--- src/sv/assert_macros.svh ---
// shared assertion macros, clocked on clk and held off during reset
`ifndef ASSERT_MACROS_SVH
`define ASSERT_MACROS_SVH

// property that holds at every clock edge
`define HNG_ASSERT_ALWAYS(lbl, prop, msg) \
  lbl: assert property (@(posedge clk) disable iff (!rst_n) (prop)) else $error(msg);

// same-cycle implication
`define HNG_ASSERT_IMPL(lbl, ante, cons, msg) \
  lbl: assert property (@(posedge clk) disable iff (!rst_n) (ante) |-> (cons)) \
    else $error(msg);

`endif

--- src/sv/hng_pkg.sv ---
package hng_pkg;

  localparam int unsigned DIM_W    = 11;
  localparam int unsigned SMP_W    = 16;
  localparam int unsigned MAG_W    = 15;
  localparam int unsigned SUMSQ_W  = 35;
  localparam int unsigned AV_W     = 18;
  localparam logic [AV_W-1:0] Y_VEC = 18'd131072;
  localparam logic [DIM_W-1:0] DIM_RESET = 11'd256;
  localparam logic [DIM_W-1:0] DIM_MIN   = 11'd2;

  // configuration register indexes
  typedef enum logic [0:0] {
    CFG_GRID_WIDTH  = 1'b0,
    CFG_GRID_HEIGHT = 1'b1
  } cfg_reg_t;

  // top level sequencer
  typedef enum logic [3:0] {
    ST_IDLE,
    ST_RD0,
    ST_RD1,
    ST_RD2,
    ST_RD3,
    ST_SQ,
    ST_SUM,
    ST_NGO,
    ST_NWAIT,
    ST_OUT
  } hng_state_t;

  // normal component being normalized
  typedef enum logic [1:0] {
    COMP_X,
    COMP_Y,
    COMP_Z
  } comp_t;

  // normalizer phases for one trial bit
  typedef enum logic [1:0] {
    NP_IDLE,
    NP_T2,
    NP_MUL,
    NP_CMP
  } norm_phase_t;

endpackage

--- src/sv/hng_norm.sv ---
`include "assert_macros.svh"

module hng_norm (
  input  logic                            clk,
  input  logic                            rst_n,
  input  logic                            start,
  input  logic [hng_pkg::AV_W-1:0]        av,
  input  logic [hng_pkg::SUMSQ_W-1:0]     s,
  output logic                            done,
  output logic [hng_pkg::MAG_W-1:0]       mag
);
  import hng_pkg::*;

  norm_phase_t         phase_r, phase_nxt;
  logic [3:0]          k_r;
  logic [MAG_W-1:0]    m_r;
  logic [2*AV_W-1:0]   l_r;
  logic [SUMSQ_W-1:0]  s_r;
  logic [31:0]         t2_r;
  logic [49:0]         plo_r;
  logic [48:0]         phi_r;
  logic                done_r;
  logic [MAG_W-1:0]    trial;
  logic [15:0]         t;
  logic [67:0]         prod;
  logic [67:0]         lhs;
  logic                pass;

  // trial magnitude and its doubled lower rounding bound
  assign trial = m_r | (MAG_W'(1) << k_r);
  assign t     = {trial, 1'b0} - 16'd1;
  assign prod  = {1'b0, phi_r, 18'b0} + 68'(plo_r);
  assign lhs   = {2'b0, l_r, 30'b0};
  assign pass  = lhs >= prod;

  // phase register
  always_ff @(posedge clk) begin
    if (!rst_n) begin
      phase_r <= NP_IDLE;
      done_r  <= 1'b0;
    end else begin
      phase_r <= phase_nxt;
      done_r  <= (phase_r == NP_CMP) && (k_r == 4'd0);
    end
  end

  // next phase
  always_comb begin
    phase_nxt = phase_r;
    unique case (phase_r)
      NP_IDLE: if (start) phase_nxt = NP_T2;
      NP_T2:   phase_nxt = NP_MUL;
      NP_MUL:  phase_nxt = NP_CMP;
      NP_CMP:  phase_nxt = (k_r == 4'd0) ? NP_IDLE : NP_T2;
      default: phase_nxt = NP_IDLE;
    endcase
  end

  // greedy bit search, msb first, one multiply stage per cycle
  always_ff @(posedge clk) begin
    unique case (phase_r)
      NP_IDLE: begin
        if (start) begin
          l_r <= av * av;
          s_r <= s;
          m_r <= '0;
          k_r <= 4'(MAG_W - 1);
        end
      end
      NP_T2: t2_r <= t * t;
      NP_MUL: begin
        plo_r <= t2_r * s_r[17:0];
        phi_r <= t2_r * s_r[34:18];
      end
      NP_CMP: begin
        if (pass) m_r <= trial;
        if (k_r != 4'd0) k_r <= k_r - 4'd1;
      end
      default: ;
    endcase
  end

  assign done = done_r;
  assign mag  = m_r;

  `HNG_ASSERT_IMPL(a_mag_bound, done_r, m_r <= 15'd16384, "normal magnitude above one")
  `HNG_ASSERT_IMPL(a_done_idle, done_r, phase_r == NP_IDLE, "done outside idle phase")

endmodule

--- config.mk ---
export PLATFORM = sky130hd
export DESIGN_NAME = hng_norm
export DESIGN_NICKNAME = d
export VERILOG_FILES = /design/src/sv/hng_pkg.sv /design/src/sv/hng_norm.sv
export VERILOG_INCLUDE_DIRS = /design/src /design/src/sv
export SDC_FILE = /design/constraint.sdc
export NUM_CORES = 2
export LEC_CHECK = 0
export ABC_AREA = 1
export CELL_PAD_IN_SITES_DETAIL_PLACEMENT = 1
export CELL_PAD_IN_SITES_GLOBAL_PLACEMENT = 1
export CORE_MARGIN = 2
export CORE_UTILIZATION = 57
export CTS_BUF_LIST = sky130_fd_sc_hd__clkbuf_8
export DETAILED_ROUTE_END_ITERATION = 10
export DONT_BUFFER_PORTS = 1
export GPL_ROUTABILITY_DRIVEN = 0
export PLACE_DENSITY = 0.94
export SLEW_MARGIN = 30
export SYNTH_ARGS = -nofsm -noshare
export SYNTH_HDL_FRONTEND = slang
export SYNTH_SLANG_ARGS = --single-unit
--- constraint.sdc ---
create_clock -name clk -period 18.85 [get_ports clk]
set_clock_uncertainty 0.1 [all_clocks]
set_input_delay 2.8275 -clock clk [delete_from_list [all_inputs] [get_ports clk]]
set_output_delay 2.8275 -clock clk [all_outputs]
set_load 0.01 [all_outputs]
; ---- After elaboration in Yosys (flattened, before gate mapping)
; Cells that the tools add are included.
[classes]
add_sub_neg = 3
multipliers = 4
magnitude_cmp = 1
n_eq_ne = 6
shifts = 1
mux = 9
bitwise = 1
reduce_logical = 8
[ops]
columns = operator, n
row1 = $add 67x50->68, 1
row2 = $ge 66x68->1, 1
row3 = $mul 32x18->50, 1
row4 = $mul 32x17->49, 1
row5 = $mul 18x18->36, 1
row6 = $mul 16x16->32, 1
row7 = $mux 15, 2
row8 = $pmux 15 s2, 1
row9 = $sub 16x1->16 const B, 1
row10 = $or 15x15->15, 1
row11 = $shl 1x4->15 const A, 1
row12 = $mux 4, 2
row13 = $pmux 2 s4, 1
row14 = $pmux 4 s2, 1
row15 = $reduce_and 3->1, 2
row16 = $eq 2x2->1 const B, 2
row17 = $logic_not 4->1, 1
row18 = $ne 2x2->1 const B, 2
row19 = $reduce_bool 4->1, 1
row20 = $sub 4x1->4 const B, 1
row21 = $eq 2x1->1 const B, 1
row22 = $logic_not 2->1, 1
row23 = $mux 2, 1
row24 = $ne 2x1->1 const B, 1
row25 = other kinds (4), 4
[totals]
register_bits = 224
inputBits = 56
output_inout_bits = 16
wordCells = 42

; ---- Longest topological paths before layout
[depth]
depth_word = 4
ltp_mapped = 40
depth_no_buf = 39

; ---- Worst setup path before layout
; Ideal clock, no wire load.
[synth_timing]
path_kind = in2reg
start = input port av[12] in the netlist's numbering
end = register l_r[30], data pin
setup_time_ns = 0.252
t_arrival_ns = 8.124
required_ns = 18.498
setup_slack_ns = 10.374
stages = 26
n_path_buf = 2
cell_sequence = clkbuf_1 buf_1 nand2_1 inv_1 fa_1 inv_1 fa_1 fa_1 inv_1 fa_1 inv_1 fa_1 inv_1 fa_1 ha_1 nand2_1 nand2_1 a31oi_1 nand2_1 a31oi_1 o21ai_0 a21boi_0 o21ai_0 nand2_1 a21o_1 nand2_1
[synth_via]
elab_chain_cells = 1
[synth_rtl]
columns = element, line
row1 = from (decl), hng_norm.sv:7  ; input logic [hng_pkg::AV_W-1:0] av,
row2 = $mul 18x18->36, hng_norm.sv:64  ; l_r <= av * av;
row3 = to (signal assigned), hng_norm.sv:64
row4 = to (decl), hng_norm.sv:17  ; logic [2*AV_W-1:0] l_r;
; Every way passes these cells.
; A chain may end at the register's enable or synchronous reset.

; ---- Worst setup path in the final report
[layout_timing]
start = register k_r[3]
end = register t2_r[30], data pin
[layout_via]
elab_chain_cells = 4
[layout_rtl]
columns = element, line
row1 = from (decl), hng_norm.sv:15  ; logic [3:0] k_r;
row2 = from (signal assigned), hng_norm.sv:67  ; k_r <= 4'(MAG_W - 1);
row3 = from (signal assigned), hng_norm.sv:77  ; if (k_r != 4'd0) k_r <= k_r - 4'd1;
row4 = $shl 1x4->15, hng_norm.sv:30  ; assign trial = m_r | (MAG_W'(1) << k_r);
row5 = $or 15x15->15, hng_norm.sv:30
row6 = $sub 16x1->16, hng_norm.sv:31  ; assign t = {trial, 1'b0} - 16'd1;
row7 = $mul 16x16->32, hng_norm.sv:70  ; NP_T2: t2_r <= t * t;
row8 = to (signal assigned), hng_norm.sv:70
row9 = to (decl), hng_norm.sv:19  ; logic [31:0] t2_r;
; Every way passes these cells.

==> reports/qor.txt <==
Root buffer cell = clkbuf_8
Cts hold-fix bufs = 0
Max incr delay on CP = 600 ps
Initial antenna violation count = 22
Area growth syn-to-layout = 3.91%
Fin crit period = 8900 ps
Critical path arrival = 9310 ps
HPWL Detailed = 173 mm
Router iterations before antenna repair = 9
FP Rows = 119
GRT Total Usage = 43.9%
Post-CTS sizing = 0
Clock Pin Slew Worst Setup and Hold Paths = 70 ps
Final ANT Viol Nets = 0
First-pass GRT wire length = 356 mm
R2R Setup Slk = 9950 ps
Worst reg-to-reg path cell count = 31
Starting density of the core = 57.4%
Overflow after GRT = 0
Clock buffer count from CTS = 46
Sum Neg Setup Slack = 0 ps
# clock sinks = 220
Largest net degree at the start of global routing = 64
Worst r2r dst = t2_r[30]$_DFFE_PN_
Via/cell ratio = 6.11
Crit path max fanout = 13
RSZ-0062 raised after global routing = false
Post-synthesis sequential area ratio = 10.9%
Initial drt markers = 4832
DRC = 0
Synth warn = 0
Die height = 330 µm
Port bufs = 0
Layout net count = 8918
Die footprint = 0.109 mm²
Status = finished clean
Async set-reset flop share out of synthesis = 0%
CP endpoint = t2_r[30]$_DFFE_PN_
Flops & latches, synth = 220
Clock Path Buffers = 3
Number of global-route vias before repair = 62341
Worst Setup Start Kind = flip-flop
Avg Cell Area, Syn = 8.39 µm²
CP endpoint kind = flip-flop
Worst R2R Start = k_r[3]$_SDFFCE_PN1P_
Launch point of the worst path = k_r[3]$_SDFFCE_PN1P_
Top_reg_cell synth = edfxtp_1
Die width = 330 µm
Via count = 52001
Final hold viol count = 0
Required time of the critical path = 19260 ps
Final wirelength = 230 mm
CTS tree = done
Max-Slew Margin vs Limit = 30.4%
Core area = 0.105 mm²
Final setup vio count = 0
Max-Cap Viols = 0
IO Pins = 72
Hold path start = phase_r[0]$_SDFFE_PN0P_
Syn Inst Count = 7204
Filler cells = 12644
Mapped Area = 0.0604 mm²
Post-CTS setup buffers = 0
Clk_lat worst skew = 840 ps
Yosys cell types = 58
Share of layout cells above drive strength 1 = 2.62%
Max Clock Freq = 0.112 GHz
CP max stage cell = fa_1
Setup CP Type = reg2reg
Post-synth EDFFs = 217
Routed len/inst = 27.0 µm
Max Slew Vio Count = 0
CTS H-tree lvls = 2
Worst hold path class = reg2reg
Worst-Margin Slew = 1040 ps
Final Cycle Share = 47.2%
placed cells by master (no fill, tap or decap), drive strengths merged, types with 5 or more instances in the layout:
| cell type | instances |
|---|---|
| xnor2 | 73 |
| nor3 | 27 |
| xor2 | 123 |
| nand3b | 5 |
| a21o | 15 |
| edfxtp | 217 |
| clkbuf | 48 |
| fa | 1262 |
| nor2 | 296 |
| a21boi | 15 |
| or2 | 6 |
| ha | 529 |
| diode | 9 |
| bufinv | 7 |
| o21ai | 114 |
| buf | 70 |
| nand2 | 1672 |
| a211oi | 7 |
| nor4 | 19 |
| and3 | 6 |
| a21oi | 246 |
| nand3 | 88 |
| o221ai | 8 |
| o21bai | 12 |
| o211ai | 12 |
| clkinv | 22 |
| o21a | 22 |
| conb | 23 |
| a31oi | 34 |
| inv | 2075 |
| nand4 | 26 |
flip-flops by register name (all words and copies together), names as in the netlist:
signal	count
done	1
k_r	4
l_r	35
mag	15
phase_r	2
phi_r	49
plo_r	50
s_r	35
t2_r	29
cell families (layout without fill, tap and decap cells):
| kind of cell | Yosys count | count (layout) | share of synthesized area (%) |
|---|---|---|---|
| AO/OA/AOI/OAI | 503 | 503 | 4.75 |
| XOR/XNOR | 197 | 197 | 2.91 |
| adder cells (fa/ha/maj) | 1791 | 1791 | 52.8 |
| buffers and inverters | 2343 | 2226 | 14.6 |
| flip-flops | 220 | 220 | 10.9 |
| other | 2 | 32 | 0.0124 |
| AND/OR/NAND/NOR | 2148 | 2148 | 14.1 |
per-stage QoR:
stage / setup slack [ps] / utilization (%) / instance area, µm² / std cells / hold WS, ps
3_3_place_gp: 10340 / 58.6 / 61700 / 8414 / 404
5_1_grt: 9450 / 59.6 / 62800 / 8502 / 464
3_5_place_dp: 10090 / 58.6 / 61700 / 8414 / 431
4_1_cts: 10070 / 59.6 / 62800 / 8499 / 441
2_1_floorplan: 10370 / - / 60500 / 7225 / 346
6_report: 9950 / 59.6 / 62800 / 8508 / 437
area by class of cell:
cell class                 count  area [µm²]  area share (%)
sequential                   220        6580            10.5
multi-input combinational   4662       45100            71.8
clock buffer                  48         661            1.05
inverter                    2071        7780            12.4
antenna                        9        22.5          0.0359
tap                         1391        1740            2.77
clock inverter                37         374           0.596
timing repair buffer          70         526           0.837
per-layer routing:
layer,share of wire (%),vias up,global-route usage [%]
met3,10,1740,13.5
met2,49,3694,73.9
met5,0.068,-,0.304
met1,31,25891,44.8
li1,-,20654,-
met4,9.7,22,36.2
critical path: cells and delay by family (launching register included):
family | cells | cell delay, ps
XOR/XNOR | 1 | 120
flip-flops | 1 | 580
buffers and inverters | 5 | 830
adder cells (fa/ha/maj) | 7 | 3470
AND/OR/NAND/NOR | 15 | 2860
AO/OA/AOI/OAI | 3 | 650
worst min-delay path by stage:
stage                                    endpoint  slack [ps]  cells after the start
after floorplan                phi_r[0]$_DFFE_PN_         350                      0
after global placement    phase_r[0]$_SDFFE_PN0P_         400                      2
after detailed placement  phase_r[0]$_SDFFE_PN0P_         430                      2
after CTS                 phase_r[0]$_SDFFE_PN0P_         440                      2
after global routing      phase_r[0]$_SDFFE_PN0P_         460                      2
final                     phase_r[0]$_SDFFE_PN0P_         440                      2
synth_stat cells (4+ instances only):
library cell  instances  area share [%]
a21oi_1             246             2.0
ha_1                529              11
nor4_1               19            0.20
o31ai_1               4           0.050
a21boi_0             11            0.14
o2111ai_1             4           0.058
fa_1               1262              42
o21ai_0             105            0.87
o221ai_1              8            0.12
nor2_1              284             1.8
nand2_4               4           0.075
a21o_1               15            0.19
o21ai_1               6           0.050
nor3_1               27            0.22
inv_1              2058              13
o21a_1               22            0.27
nand3_1              86            0.71
buf_1                25            0.16
and3_1                6           0.062
xor2_1              122             1.8
edfxtp_1            217              11
nand4_1              26            0.27
inv_2                 9           0.056
a211oi_1              7           0.087
or2_2                 5           0.052
o211ai_1             12            0.15
nor2_2                6           0.062
xnor2_1              73             1.1
nor2_4                5           0.093
clkbuf_1            240             1.5
nand2_1            1665              10
a31oi_1              34            0.35
a21boi_1              4           0.050
o21bai_1             12            0.15
nand3b_1              5           0.062
Power is left out: the tool's default activity adds up to more than one toggle a clock period on the data nets, which glitch-free logic cannot reach.
